## src/design/pps_sqrt.sv

```systemverilog
`timescale 1ns / 1ps
// ----------------------------------------------------------------------------
// pps_sqrt
// Iterative integer square root, one result bit per cycle.
// ----------------------------------------------------------------------------
module pps_sqrt (
    input  logic        clk,
    input  logic        rst_n,
    input  logic        start,
    input  logic [49:0] value,
    output logic        done,
    output logic [24:0] root
);
    logic [49:0] v_reg, r_reg, bit_reg;
    logic        run_reg, done_reg;
    logic [50:0] trial;

    assign trial = {1'b0, r_reg} + {1'b0, bit_reg};

    always_ff @(posedge clk or negedge rst_n)
    begin
        if (!rst_n)
        begin
            run_reg  <= 1'b0;
            done_reg <= 1'b0;
        end
        else
        begin
            done_reg <= run_reg && (bit_reg == 50'd1);
            if (start)
            begin
                run_reg <= 1'b1;
            end
            else if (run_reg && (bit_reg == 50'd1))
            begin
                run_reg <= 1'b0;
            end
        end
    end

    always_ff @(posedge clk)
    begin
        if (start)
        begin
            v_reg   <= value;
            r_reg   <= '0;
            bit_reg <= 50'd1 << 48;
        end
        else if (run_reg)
        begin
            if ({1'b0, v_reg} >= trial)
            begin
                v_reg <= v_reg - trial[49:0];
                r_reg <= (r_reg >> 1) + bit_reg;
            end
            else
            begin
                r_reg <= r_reg >> 1;
            end
            bit_reg <= bit_reg >> 2;
        end
    end

    assign done = done_reg;
    assign root = r_reg[24:0];
endmodule

```

## config.mk

```make
export PLATFORM = sky130hd
export DESIGN_NAME = pps_sqrt
export DESIGN_NICKNAME = d
export VERILOG_FILES = /design/src/design/pps_sqrt.sv
export SDC_FILE = /design/constraint.sdc
export NUM_CORES = 1
export LEC_CHECK = 0
export BUFFER_PORTS_ARGS = -buffer_cell sky130_fd_sc_hd__buf_2
export CORE_ASPECT_RATIO = 0.7
export CORE_MARGIN = 2
export CORE_UTILIZATION = 45
export CTS_BUF_LIST = sky130_fd_sc_hd__clkbuf_2 sky130_fd_sc_hd__clkbuf_4 sky130_fd_sc_hd__clkbuf_8
export DETAILED_ROUTE_END_ITERATION = 8
export GPL_TIMING_DRIVEN = 0
export PLACE_DENSITY_LB_ADDON = 0.1
export SLEW_MARGIN = 40
export SYNTH_ARGS = -nofsm -noshare
export SYNTH_HDL_FRONTEND = slang
export SYNTH_SLANG_ARGS = --single-unit
```

## constraint.sdc

```tcl
create_clock -name clk -period 12.4 [get_ports clk]
set_input_delay 1.86 -clock clk [delete_from_list [all_inputs] [get_ports clk]]
set_output_delay 1.86 -clock clk [all_outputs]
set_load 0.005 [all_outputs]
```

==> metrics <==
Data required, critical path=12.59 ns; Die Span Y=140 um; Yosys reg bits=127; Initial Utilization=0.461; Slowest Stage Delay on Critical Path=0.55 ns; delay-heaviest family, CP=compound AO/OA/AOI/OAI gates; power density cells=216 nW/um2; CTS clk-pin slew, worst paths=0.09 ns; gr ovfl total=0; Placed Instances=1,934; CP Launch Type=flip-flop; clock skew=0.0164 ns; crit share post-route=0.617; DR iter-0 viols=1,142; YS warnings=0; H-tree lvl count=4; DR pass1 iterations=5; worst path arrival time=7.84 ns; Die W=199 um; HP Class=reg2reg; Synth cell types=78; antenna violation net count after detailed routing=0; Max-slew headroom=0.413; fin. max-slew vios=0; Remaining DRCs=0; Post-Syn Instances=1,499; # fillers=2,613; Area Overhead vs Synth=10.5%; Routed WL=40,700 um; Worst Tran Pin Value=0.880 ns; overall power=2.84 mW; crit end category=flip-flop; Die ar.=27,800 um2; vias in the first global route=10,600; syn nets=1,655; Synth area leaders=dfxtp_1 (13%), edfxtp_1 (13%), ha_1 (11%), nand2_1 (4.8%), nor2_1 (4.8%); DR WL/cell=20.7 um; Yosys top cell by area=dfxtp_1; cts hold-fix bufs=0; GPL Wtd Cong=0.926; Mapped Area=11,900 um2; number of setup buffers added after CTS=0; I/O pins=79; clock root buffer master=clkbuf_8; crit path max fanout=28; sequential share of the synthesized area=0.256; core area=25,900 um2; commonest non-fill, non-tap cells in the layout=nor2_1 (153), nand2_1 (153), ha_1 (102); number of synthesized flops with an enable pin=50; # rows=49; via count=12,000; Post-CTS Resized=0; RSZ-0062 raised after global routing=no; vias per cell=6.09; hold slack final=0.564 ns; layout cell share with drive strength beyond 1=0.125; I/O Buffers=77; fin util=0.509; min cycle time layout=7.65 ns; CP max stage cell=a211oi_1; Main synth FF type=dfxtp_1; Avg Inst Size Synth=7.95 um2; NumNets Final=1,752; initial antenna violation count=0; CTS tree=yes; worst skew pair latency=0.49 ns; HPWL Detailed=31,400 um; proportion of netlist area held by the largest area contributor=0.126; area of the multi-input gates=8170 um2; Crit Path Category=reg2reg; Total Routing Usage GR=0.291; TritonCTS Buffers=17; Max VDD drop=0.112 mV; fin cells=1,966; Peak Freq=131 MHz; Final Hold Vio Count=0; register area=3050 um2; cell leakage power=5.38 nW; status=complete, no violations; clock buffer depth=2; first-pass GRT wire length=61,700 um; final setup vio count=0; Synth async-reset ratio=0.0157; Setup TNS=0 ns; Clock Sinks=127; largest net degree at the start of global routing=29; Worst Path Buf+Inv=5; Max Cap Viol=0; n_diodes=0
==> report_power, final <==
part / leakage, nW / total, mW / internal (mW) / switching [mW]
Clock: 0.202 / 0.374 / 0.173 / 0.202
Combinational: 4.03 / 1.79 / 0.689 / 1.10
Sequential: 1.15 / 0.683 / 0.600 / 0.0827
==> cell families after synthesis <==
kind of cell               share of synthesized area
and+or+nand+nor                                0.184
buffers and inverters                         0.0593
AOI/OAI and AO/OA                              0.270
adders and majority gates                      0.109
xor gates and xnor gates                      0.0845
muxes                                         0.0371
DFF                                            0.256
==> Yosys cell counts (all sizes together), types with 9 or more instances <==
cell type,n
nor2b,12
a31o,16
a311oi,15
nand4,33
xor2,57
nor4,11
a31oi,41
a21o,22
mux2,9
o31ai,22
xnor2,58
dfxtp,75
o21bai,21
nand3,31
mux2i,34
a211oi,36
nand2,155
buf,45
nor3,29
nor2,153
clkbuf,61
inv,47
and3,17
edfxtp,50
o221ai,9
o21a,15
o21ai,106
and2,12
o211ai,20
ha,102
a21oi,94
==> area by class of cell <==
type                       count  share of cell area
multi-input combinational   1218               0.621
sequential                   127               0.232
buffer                       106              0.0404
tap                          357              0.0339
timing repair buffer          78              0.0308
clock buffer                  20              0.0204
inverter                      48              0.0137
clock inverter                12             0.00817
==> layer usage <==
layer  vias up  GRT usage  part of all wire
met5         -          0                 0
met4         0     0.0609             0.011
li1       5783          -                 -
met2       530      0.409              0.41
met3        38     0.0542             0.085
met1      5618      0.456              0.50
==> worst paths after layout <==
check | start | to | slack [ns] | depth (start not counted)
worst min-delay path | r_reg[0] | r_reg[0] | 0.56 | 2
worst max register to register | bit_reg[0] | v_reg[9] | 4.75 | 25
max in group asynchronous | rst_n | done | 11.16 | 1
worst max-delay path | bit_reg[0] | v_reg[9] | 4.75 | 25
worst min register to register | r_reg[0] | r_reg[0] | 0.56 | 2
min in group asynchronous | rst_n | run_reg | 1.13 | 1
==> worst register-to-register path: stages (launching register included) <==
cell	delay, ns
dfxtp_1	0.38
ha_1	0.23
ha_1	0.22
a211oi_1	0.55
o31ai_1	0.23
nand4_1	0.14
nand3_1	0.26
o21a_1	0.34
a21oi_1	0.47
buf_2	0.40
buf_2	0.43
nand2_1	0.13
a32oi_1	0.29
xor2_1	0.13
ha_1	0.43
nand4_1	0.12
nor3_1	0.15
nand3_1	0.14
o311ai_0	0.31
a221oi_1	0.17
a2bb2oi_1	0.26
buf_4	0.27
buf_2	0.33
o211ai_1	0.27
nand2_4	0.44
buf_12	0.24
==> through the flow <==
| stage | worst slack (ns) | area, um2 |
|---|---|---|
| after global placement | 3.83 | 12800 |
| after CTS | 4.98 | 13200 |
| after global routing | 4.39 | 13200 |
| final | 4.75 | 13200 |
| after floorplan | 6.46 | 11900 |
| after detailed placement | 5.01 | 12800 |
No activity file was read; power rests on OpenSTA's default activity.
