## src/design/pps_div.sv

```systemverilog
`timescale 1ns / 1ps
// ----------------------------------------------------------------------------
// pps_div
// Unsigned restoring divider, one quotient bit per cycle.
// ----------------------------------------------------------------------------
module pps_div (
    input  logic        clk,
    input  logic        rst_n,
    input  logic        start,
    input  logic [55:0] dividend,
    input  logic [46:0] divisor,
    output logic        done,
    output logic [55:0] quotient
);
    logic [55:0] q_reg;
    logic [46:0] d_reg, rem_reg;
    logic [5:0]  cnt_reg;
    logic        run_reg, done_reg;
    logic [47:0] rem_sh, diff;

    assign rem_sh = {rem_reg, q_reg[55]};
    assign diff   = rem_sh - {1'b0, d_reg};

    always_ff @(posedge clk or negedge rst_n)
    begin
        if (!rst_n)
        begin
            run_reg  <= 1'b0;
            done_reg <= 1'b0;
            cnt_reg  <= '0;
        end
        else
        begin
            done_reg <= run_reg && (cnt_reg == 6'd55);
            if (start)
            begin
                run_reg <= 1'b1;
                cnt_reg <= '0;
            end
            else if (run_reg)
            begin
                cnt_reg <= cnt_reg + 1'b1;
                if (cnt_reg == 6'd55)
                begin
                    run_reg <= 1'b0;
                end
            end
        end
    end

    always_ff @(posedge clk)
    begin
        if (start)
        begin
            q_reg   <= dividend;
            d_reg   <= divisor;
            rem_reg <= '0;
        end
        else if (run_reg)
        begin
            if (rem_sh >= {1'b0, d_reg})
            begin
                rem_reg <= diff[46:0];
                q_reg   <= {q_reg[54:0], 1'b1};
            end
            else
            begin
                rem_reg <= rem_sh[46:0];
                q_reg   <= {q_reg[54:0], 1'b0};
            end
        end
    end

    assign done     = done_reg;
    assign quotient = q_reg;
endmodule

```

## config.mk

```make
export PLATFORM = sky130hd
export DESIGN_NAME = pps_div
export DESIGN_NICKNAME = d
export VERILOG_FILES = /design/src/design/pps_div.sv
export SDC_FILE = /design/constraint.sdc
export NUM_CORES = 1
export LEC_CHECK = 0
export ABC_AREA = 1
export BUFFER_PORTS_ARGS = -buffer_cell sky130_fd_sc_hd__buf_2
export CELL_PAD_IN_SITES_DETAIL_PLACEMENT = 0
export CELL_PAD_IN_SITES_GLOBAL_PLACEMENT = 1
export CORE_MARGIN = 3
export CORE_UTILIZATION = 30
export DETAILED_ROUTE_END_ITERATION = 10
export PLACE_DENSITY_LB_ADDON = 0.25
export SYNTH_ARGS = -nofsm -noshare
export SYNTH_HDL_FRONTEND = slang
export SYNTH_SLANG_ARGS = --single-unit
```

## constraint.sdc

```tcl
create_clock -name clk -period 5.65 [get_ports clk]
set_input_delay 0.2825 -clock clk [delete_from_list [all_inputs] [get_ports clk]]
set_output_delay 0.2825 -clock clk [all_outputs]
set_load 0.01 [all_outputs]
```

==> insert_results.sql <==
INSERT INTO impl_metrics (metric_group, metric, value, unit) VALUES
('status', 'outcome', 'finished, final reports clean', ''),
('sta', 'setup_repair_after_global_routing_missed_its_margin', 'false', ''),
('pwr', 'power.static_leakage', '0.006685', 'uW'),
('floorplan', 'die_span_in_y', '191.7', 'um'),
('pwr', 'power.share.sequential', '46.0', '%'),
('sta', 'finClkSkew', '16.43', 'ps'),
('yosys', 'combined_area_of_all_synthesized_cells', '10340', 'um2'),
('pwr', 'power.share.switching', '27.00', '%'),
('finish', 'largest_register_ffs', '56', ''),
('drt', 'vias', '9528', ''),
('clock_network', 'worstSkewPairLatency', '460', 'ps'),
('yosys', 'avgSynthCellArea', '6.706', 'um2'),
('finish', 'mostFrequentLayoutCell', 'nand2_1', ''),
('global_routing', 'overflow', '0', ''),
('yosys', 'fraction_of_post_synthesis_cell_area_in_the_top_cell_type_by_area', '29.91', '%'),
('floorplan', 'floorplan.initialDensity', '30.61', '%'),
('floorplan', 'core.rowCount', '67', ''),
('placement', 'numPortBuffers', '162', ''),
('floorplan', 'chip_width', '191.7', 'um'),
('finish', 'utilization', '37.50', '%'),
('setup_path', 'crit_path_end_kind', 'flop', ''),
('pwr', 'cell_internal_pwr', '2121', 'uW'),
('yosys', 'synth_area_leader_cell', 'edfxtp_1', ''),
('global_routing', 'antenna_found_initial', '1', ''),
('finish', 'n_fill_cell', '3739', ''),
('pwr', 'p_sw', '784.4', 'uW'),
('yosys', 'synth-edff-count', '103', ''),
('yosys', 'yosysWarnings', '0', ''),
('global_routing', 'grt_pass1_vias', '9244', ''),
('clock_network', 'post_cts_setup_buffer_count', '0', ''),
('min_path', 'worst_hold_path_type', 'in -> reg', ''),
('clock_network', 'numClockSinks', '158', ''),
('clock_network', 'clk_transition_reported_paths', '80', 'ps'),
('yosys', 'yosys_register_bits', '158', ''),
('pwr', 'powerDensity', '229.3', 'nW/um2'),
('clock_network', 'clock_tree_from_tritoncts', 'built', ''),
('setup_path', 'timing.critical_path.arrival', '3520', 'ps'),
('yosys', 'syn_nets', '1697', ''),
('sta', 'max_freq', '314.8', 'MHz'),
('setup_path', 'cp-start-kind', 'flop', ''),
('yosys', 'synth_cell_type_count', '35', ''),
('global_routing', 'maximum_number_of_pins_on_one_net_before_global_route_repair', '84', ''),
('sta', 'period_needed', '3176', 'ps'),
('drt', 'drc', '0', ''),
('clock_network', 'cts_buffers', '17', ''),
('yosys', 'synthArstFlopShare', '5.063', '%'),
('sta', 'max_slew_margin', '34.05', '%'),
('finish', 'design.final.nets', '1897', ''),
('setup_path', 'slowest_delay', '540', 'ps'),
('pwr', 'comb_power_share', '12.2', '%'),
('setup_path', 'cp_common_cell', 'nand2_1', ''),
('setup_path', 'cp_max_fo', '51', ''),
('job', 'drv_cap', '0', ''),
('placement', 'finalWeightedCongestion', '0.8944', ''),
('sta', 'setup_viol', '0', ''),
('setup_path', 'critical_path.n_buffers_inverters', '3', ''),
('setup_path', 'worstSetupPathType', 'reg -> reg', ''),
('clock_network', 'htree_num_levels', '4', ''),
('pwr', 'total_power', '2905', 'uW'),
('setup_path', 'critPathRequiredTime', '5990', 'ps'),
('sta', 'slew_violations', '0', ''),
('sta', 'hold_viol_final', '0', ''),
('yosys', 'ys_seq_area_share', '40.94', '%'),
('floorplan', 'die_outline_area', '36730', 'um2'),
('finish', 'final_layout_size_suffix_gt1_share', '12.76', '%'),
('setup_path', 'cp_cell_sequence', 'inv_1 > ha_1 > fa_1 > inv_1 > nand2_1 > nand2_1 > nand3_1 > nand2_2 > nand2_1 > nand2_1 > nand2_1 > nand4_4 > buf_4 > nand3_1 > nand2_1 > nand2_1', ''),
('yosys', 'synth_ff_type', 'edfxtp_1', ''),
('global_routing', 'grt.total_usage', '16.73', '%'),
('yosys', 'synthesis.instances', '1542', ''),
('sta', 'post-route-period-util', '56.21', '%'),
('setup_path', 'critical_path.top_delay_family', 'simple AND/OR/NAND/NOR gates', '');
==> synth_stat cells (all sizes together) (12+ instances only) <==
library cell  count
buf              13
edfxtp          103
xnor2            24
nor2            181
dfxtp            47
clkbuf           19
ha               48
o21ai            12
nand3            61
nand2           694
inv             248
a21oi            36
==> metal layers <==
metal	track usage [%]	vias up	wire [um]
li1	-	5106	-
met1	22.21	4200	14610
met2	26.73	192	13240
met3	4.928	28	1774
met4	4.149	2	420
met5	0	-	7
==> power groups by stage <==
stage | clock (uW) | sequential (uW) | combinational [uW]
2_1_floorplan | 0 | 1370 | 180
3_3_place_gp | 0 | 1360 | 338
3_5_place_dp | 0 | 1360 | 338
4_1_cts | 1260 | 1340 | 363
5_1_grt | 1300 | 1350 | 408
6_report | 1210 | 1340 | 356
==> timing repair <==
item                      4_1_cts  5_1_grt
resized for setup               0        0
hold endpoints to repair       52        0
hold buffers                   45        0
==> cell type report <==
cell class	count	area, um2	share of cell area [%]
Multi-Input combinational cell	1102	5022	39.64
Sequential cell	158	4234	33.42
Timing Repair Buffer	213	1309	10.33
Inverter	250	938.4	7.407
Tap cell	448	560.5	4.424
Clock buffer	18	429.2	3.387
Clock inverter	14	173.9	1.373
Antenna cell	1	2.502	0.01975
==> kinds of logic (layout without fill, tap and decap cells) <==
logic type / after synthesis / in the layout / synth area share, %
other: 0 / 1 / 0
adders and majority gates: 49 / 49 / 6.001
and+or+nand+nor: 968 / 968 / 37.07
xor gates and xnor gates: 26 / 26 / 2.202
DFF: 158 / 158 / 40.94
buffers and inverters: 282 / 495 / 10.65
AOI/OAI and AO/OA: 59 / 59 / 3.134
==> path summary, 6_finish.rpt <==
path,start,end,slack [ps],cells past startpoint
min reg2reg,rem_reg[36],rem_reg[36],470,2
max in group asynchronous,rst_n,cnt_reg[3],5250,2
max reg2reg,quotient[55],rem_reg[29],2470,16
min in group asynchronous,rst_n,cnt_reg[1],220,2
min,divisor[35],d_reg[35],20,1
max,quotient[55],rem_reg[29],2470,16
==> worst reg2reg max path: cells and delay by family, from the launching register on <==
family	cells	cell delay, ps
adder cells (fa/ha/maj)	2	620
flip-flops	1	380
AND/OR/NAND/NOR	11	1390
buffers and inverters	3	670
==> metrics by stage <==
stage,setup WS (ps),area [um2],std cells,hold WS [ps]
2_1_floorplan,3168,10340,1542,-13.09
3_3_place_gp,2523,11610,2126,137.5
3_5_place_dp,2389,11610,2126,138.9
4_1_cts,2371,12670,2203,3.404
5_1_grt,2096,12670,2203,6.846
6_report,2474,12670,2204,24.10
(Power assumes the default switching activity.)
