[config.mk]
export PLATFORM = sky130hd
export DESIGN_NAME = pps_cordic
export DESIGN_NICKNAME = d
export VERILOG_FILES = /design/src/design/pps_pkg.sv /design/src/design/pps_cordic.sv
export SDC_FILE = /design/constraint.sdc
export NUM_CORES = 1
export LEC_CHECK = 0
export BUFFER_PORTS_ARGS = -buffer_cell sky130_fd_sc_hd__buf_2
export CORE_UTILIZATION = 41
export CTS_BUF_LIST = sky130_fd_sc_hd__clkbuf_16
export CTS_CLUSTER_SIZE = 24
export DETAILED_ROUTE_END_ITERATION = 12
export HOLD_SLACK_MARGIN = 0.12
export PLACE_DENSITY = 0.64
export SETUP_SLACK_MARGIN = 0.4
export SYNTH_ARGS = -nofsm -noshare
export SYNTH_HDL_FRONTEND = slang
export SYNTH_SLANG_ARGS = --single-unit
[constraint.sdc]
create_clock -name clk -period 8.7 [get_ports clk]
set_input_delay 0 -clock clk [delete_from_list [all_inputs] [get_ports clk]]
set_output_delay 0 -clock clk [all_outputs]
set_load 0.02 [all_outputs]
[src/design/pps_pkg.sv]
`timescale 1ns / 1ps
// ----------------------------------------------------------------------------
// pps_pkg
// Shared types and constants of the pure pursuit steering core.
// ----------------------------------------------------------------------------
package pps_pkg;

    // input word operation codes
    localparam logic OP_WAYPOINT = 1'b0;
    localparam logic OP_POSE     = 1'b1;

    // configuration register indexes
    localparam logic [1:0] REG_LOOKAHEAD = 2'd0;
    localparam logic [1:0] REG_GAIN      = 2'd1;
    localparam logic [1:0] REG_WHEELBASE = 2'd2;

    // CORDIC datapath
    localparam int CORDIC_STEPS = 20;
    localparam int CNT_W        = 5;
    localparam int CX_W         = 40;
    localparam int CZ_W         = 36;

    localparam logic signed [CZ_W-1:0] QUARTER_TURN = 36'sd1073741824;
    localparam logic signed [CZ_W-1:0] HALF_TURN    = 36'sd2147483648;
    localparam logic signed [CX_W-1:0] GAIN_Q30     = 40'sd652032874;
    localparam logic [32:0]            BEAR_LIMIT   = 33'd1415524461;

    localparam logic [8:0] SPEED_HIT   = 9'd384;
    localparam int         WINDOW_HALF = 512;
    localparam int         REMAIN_MIN  = 10;

    typedef struct packed {
        logic start;
        logic rotate;   // 1: rotation (sine), 0: vectoring (atan2)
    } cordic_cmd_t;

    function automatic logic signed [CZ_W-1:0] atan_tab(input logic [CNT_W-1:0] idx);
        logic signed [CZ_W-1:0] v;
        unique case (idx)
            5'd0:    v = 36'sd536870912;
            5'd1:    v = 36'sd316933406;
            5'd2:    v = 36'sd167458907;
            5'd3:    v = 36'sd85004756;
            5'd4:    v = 36'sd42667331;
            5'd5:    v = 36'sd21354465;
            5'd6:    v = 36'sd10680862;
            5'd7:    v = 36'sd5340757;
            5'd8:    v = 36'sd2670675;
            5'd9:    v = 36'sd1335087;
            5'd10:   v = 36'sd667544;
            5'd11:   v = 36'sd333772;
            5'd12:   v = 36'sd166886;
            5'd13:   v = 36'sd83443;
            5'd14:   v = 36'sd41722;
            5'd15:   v = 36'sd20861;
            5'd16:   v = 36'sd10430;
            5'd17:   v = 36'sd5215;
            5'd18:   v = 36'sd2608;
            5'd19:   v = 36'sd1304;
            default: v = '0;
        endcase
        return v;
    endfunction

endpackage

[src/design/pps_cordic.sv]
`timescale 1ns / 1ps
// ----------------------------------------------------------------------------
// pps_cordic
// Iterative CORDIC, one micro-rotation per cycle, vectoring or rotation.
// ----------------------------------------------------------------------------
module pps_cordic (
    input  logic                               clk,
    input  logic                               rst_n,
    input  pps_pkg::cordic_cmd_t               cmd,
    input  logic signed [pps_pkg::CX_W-1:0]    x_in,
    input  logic signed [pps_pkg::CX_W-1:0]    y_in,
    input  logic signed [pps_pkg::CZ_W-1:0]    z_in,
    output logic                               done,
    output logic signed [pps_pkg::CX_W-1:0]    y_out,
    output logic signed [pps_pkg::CZ_W-1:0]    z_out
);
    import pps_pkg::*;

    logic signed [CX_W-1:0] x_reg, y_reg, x_next, y_next;
    logic signed [CZ_W-1:0] z_reg, z_next;
    logic [CNT_W-1:0]       cnt_reg;
    logic                   run_reg, rot_reg, done_reg;
    logic signed [CX_W-1:0] xs, ys;
    logic signed [CZ_W-1:0] at;

    always_comb
    begin
        xs = x_reg >>> cnt_reg;
        ys = y_reg >>> cnt_reg;
        at = atan_tab(cnt_reg);
        if (rot_reg)
        begin
            if (z_reg >= 0)
            begin
                x_next = x_reg - ys;
                y_next = y_reg + xs;
                z_next = z_reg - at;
            end
            else
            begin
                x_next = x_reg + ys;
                y_next = y_reg - xs;
                z_next = z_reg + at;
            end
        end
        else
        begin
            if (y_reg > 0)
            begin
                x_next = x_reg + ys;
                y_next = y_reg - xs;
                z_next = z_reg + at;
            end
            else
            begin
                x_next = x_reg - ys;
                y_next = y_reg + xs;
                z_next = z_reg - at;
            end
        end
    end

    always_ff @(posedge clk or negedge rst_n)
    begin
        if (!rst_n)
        begin
            run_reg  <= 1'b0;
            done_reg <= 1'b0;
            cnt_reg  <= '0;
            rot_reg  <= 1'b0;
        end
        else
        begin
            done_reg <= run_reg && (cnt_reg == CNT_W'(CORDIC_STEPS - 1));
            if (cmd.start)
            begin
                run_reg <= 1'b1;
                cnt_reg <= '0;
                rot_reg <= cmd.rotate;
            end
            else if (run_reg)
            begin
                cnt_reg <= cnt_reg + 1'b1;
                if (cnt_reg == CNT_W'(CORDIC_STEPS - 1))
                begin
                    run_reg <= 1'b0;
                end
            end
        end
    end

    always_ff @(posedge clk)
    begin
        if (cmd.start)
        begin
            x_reg <= x_in;
            y_reg <= y_in;
            z_reg <= z_in;
        end
        else if (run_reg)
        begin
            x_reg <= x_next;
            y_reg <= y_next;
            z_reg <= z_next;
        end
    end

    assign done  = done_reg;
    assign y_out = y_reg;
    assign z_out = z_reg;
endmodule

==> flow_summary.yaml <==
routing:
  wl_met1_mm: 35.2
  met3WireLength_mm: 4.99
  met2RoutedLength_mm: 36.1
  drtIter0Drc: 2412
  post_drt_via_cell_ratio: 5.92
  route.detailed.drc: 0
  ant_nets: 0
  drt_first_pass_iters: 6
  wl_per_cell_um: 19.9
  wirelength_mm: 78.3
  detailroute.via_count: 23300
  dr.max_layer_used: "met4"
worst_setup_path:
  crit_path_end_kind: "flop"
  setup.reg_to_reg.worst_slack_ns: 2.01
  critical-path-max-stage-delay_ns: 0.96
  required_ns: 8.95
  worst_path_max_delay_cell: "sky130_fd_sc_hd__dfrtp_4"
  crit_path_frequent_cell: "sky130_fd_sc_hd__o21ai_0"
  crit_family: "compound AO/OA/AOI/OAI gates"
  critPathKind: "reg -> reg"
  timing.reg2reg.worst_path_depth: 19
  r2r-start: "cnt_reg[0]$_DFFE_PN0P_"
  cp_arrival_ns: 6.94
  critical_path.max_fanout: 59
  critical_path.reg2reg.endpoint: "x_reg[28]$_DFFE_PP_"
  setup.worst_path.start_class: "flop"
  crit_chain: "buf_12, mux2_2, o21ai_0, mux2i_1, a21oi_1, mux2i_1, ha_1, fa_1, nor2b_1, o31a_1, o31ai_1, a2111oi_0, o21ai_0, o41ai_1, xnor2_1, nor2_1, a21oi_1, o21ai_0, dlygate4sd3_1"
  path_buf_inv: 2
clocking:
  clkSlewWorstSetupHoldPaths_ns: 0.07
  cts_sinks: 124
  cts_root_buf: "sky130_fd_sc_hd__clkbuf_16"
  cts_post_setup_buffers_inserted: 0
  cts_tree: "yes"
  clkLatencyLatePin_ns: 0.51
  tritoncts.num_buffers: 17
  clock_tree.buffer_depth: 2
  cts-htree-levels: 4
logic_synthesis:
  synth_ff_type: "sky130_fd_sc_hd__edfxtp_1"
  syn-cell-area_um2: 22400
  async_reset_ff_share_pct: 6.45
  synth_edf_count: 116
  postSynthAreaPerCell_um2: 7.44
  synth.largest_area_cell: "sky130_fd_sc_hd__edfxtp_1"
  synthCells: 3017
  yosysSeqAreaShare_pct: 16.4
  synthTopCellsByCount: "408 x sky130_fd_sc_hd__nand2_1, 317 x sky130_fd_sc_hd__a21oi_1, 245 x sky130_fd_sc_hd__ha_1, 244 x sky130_fd_sc_hd__nor2_1, 235 x sky130_fd_sc_hd__o21ai_0"
  synth.lib_cells_used.distinct: 88
  synth_top_area_share_pct: 15.5
  ys_top_cells_by_area: "sky130_fd_sc_hd__edfxtp_1 16%, sky130_fd_sc_hd__ha_1 14%, sky130_fd_sc_hd__a21oi_1 7.1%"
  most_frequently_used_cell_type_in_the_post_synthesis_netlist: "sky130_fd_sc_hd__nand2_1"
  synthesis.yosys.warnings: 0
  yosys_register_bits: 124
  synth_nets: 3388
placement:
  dp_cells: 3734
  dp_hpwl_mm: 59.5
  portBuffers: 196
  globalplace.congestion: 0.997
job:
  cap_viol_max_count: 0
grt:
  globalRouteOverflowTotal: 0
  globalRouteTotalUtil_pct: 27.6
  antenna_violations_before_repair: 0
  grt_first_pass_wirelength_mm: 122
  grt_pass1_vias: 21600
  pin_count_of_the_biggest_net_entering_global_routing: 131
die:
  num_rows: 85
  ios: 197
  initial_standard_cell_utilization_of_the_core_pct: 41.6
  chipWidth_um: 236
  chipHeight_um: 236
  area_of_the_core_um2: 53900
  die-area_um2: 55700
min_path:
  hold_end: "x_reg[32]$_DFFE_PP_"
  worst_hold_startpoint: "cmd[1]"
  hp-class: "in -> reg"
  min_path_cells: 3
sta:
  setup_viol_count_final: 0
  worstMarginPinSlew_ns: 1.18
  finalClockSkew_ns: 0.0176
  timing.final.max_slew_violations: 0
  max-slew-margin-rel_pct: 21.3
  min_period_over_period_pct: 76.8
  finalCriticalPeriod_ns: 6.69
  timing_hold_violations_final: 0
  fmax_mhz: 150
  unrepaired_setup_endpoints_after_global_routing: "no"
  fin_setup_tns_ns: 0
layout:
  final_cell_count_no_fill: 3933
  n_fill_cell: 5454
  final_net_count: 3595
  areaGrowthSynthToFinish_pct: 15.5
  post_route_cells_drive_above_1_share_pct: 12.3
  n_antenna_cell: 0
  final-seq-area_um2: 3700
  multi_input_comb_area_um2: 17100
outcome:
  status: "completed"
cells by family after synthesis:
family                     after synthesis  share of synthesized area [%]
muxes                                  192                           11.3
DFF                                    124                           16.4
buffers and inverters                  415                           7.42
adders and majority gates              251                           14.2
and+or+nand+nor                        925                           18.2
xor gates and xnor gates               123                           4.80
AOI/OAI and AO/OA                      987                           27.6
final cells by class:
type                    instances  share of cell area [%]
flip-flops and latches        124                    14.3
well taps                     696                    3.36
multi-input cells            2478                    66.0
repair buffers                378                    10.8
clock buffers                  17                    1.64
clock inverters                15                   0.637
inverters                     225                    3.26
stage by stage:
stage               worst slack [ns]  instance area (um^2)  hold WS, ns  util, %
global route                    1.56                 25900        0.165     48.1
CTS                             1.98                 25900        0.134     48.1
global placement                2.52                 23700       -0.116     43.9
detailed placement              2.48                 23700       -0.116     43.9
finish                          2.01                 25900        0.142     48.1
floorplan                       3.03                 22400       -0.296        -
tightest hold or removal path, cell delays in order:
cell and delay [ns]:
sky130_fd_sc_hd__buf_6 0.19, sky130_fd_sc_hd__nand2_1 0.12, sky130_fd_sc_hd__o311ai_0 0.10
worst max path at each step:
stage / from / to / slack [ns] / depth (start not counted)
floorplan: cnt_reg[0]$_DFFE_PN0P_ / z_out[29]$_DFFE_PP_ / 3.03 / 21
global route: cnt_reg[0]$_DFFE_PN0P_ / x_reg[28]$_DFFE_PP_ / 1.56 / 19
global placement: cnt_reg[1]$_DFFE_PN0P_ / z_out[29]$_DFFE_PP_ / 2.52 / 18
finish: cnt_reg[0]$_DFFE_PN0P_ / x_reg[28]$_DFFE_PP_ / 2.01 / 19
detailed placement: cnt_reg[1]$_DFFE_PN0P_ / z_out[29]$_DFFE_PP_ / 2.48 / 18
CTS: cnt_reg[0]$_DFFE_PN0P_ / x_reg[27]$_DFFE_PP_ / 1.98 / 18
layout by cell type, fill, tap and decap left out, types with 26 or more instances in the layout:
cell                              n
sky130_fd_sc_hd__nand2_1        408
sky130_fd_sc_hd__a21oi_1        317
sky130_fd_sc_hd__ha_1           245
sky130_fd_sc_hd__nor2_1         244
sky130_fd_sc_hd__o21ai_0        235
sky130_fd_sc_hd__inv_1          221
sky130_fd_sc_hd__buf_2          195
sky130_fd_sc_hd__dlygate4sd3_1  167
sky130_fd_sc_hd__edfxtp_1       116
sky130_fd_sc_hd__xnor2_1         95
sky130_fd_sc_hd__mux2i_1         81
sky130_fd_sc_hd__mux2_2          68
sky130_fd_sc_hd__o21bai_1        62
sky130_fd_sc_hd__a21o_1          57
sky130_fd_sc_hd__nor3_1          53
sky130_fd_sc_hd__o21a_1          51
sky130_fd_sc_hd__mux4_2          43
sky130_fd_sc_hd__a211oi_1        43
sky130_fd_sc_hd__nand3_1         39
sky130_fd_sc_hd__nor2b_1         37
sky130_fd_sc_hd__o31ai_1         33
sky130_fd_sc_hd__nor4_1          31
sky130_fd_sc_hd__xor2_1          28
sky130_fd_sc_hd__nand2b_1        26
per-layer routing:
layer,vias up,GRT usage (%)
met4,0,8.75
met2,915,44.7
li1,11300,-
met3,107,3.84
met1,11000,37.6
met5,-,0
timing repair:
item                                   in CTS  in global routing
hold buffers                              167                  0
endpoints found under the hold margin     125                  0
gates resized for setup                     0                  0
Power is not shown: default switching activity piles up to over one toggle a cycle in this logic, so the estimate is an artifact.
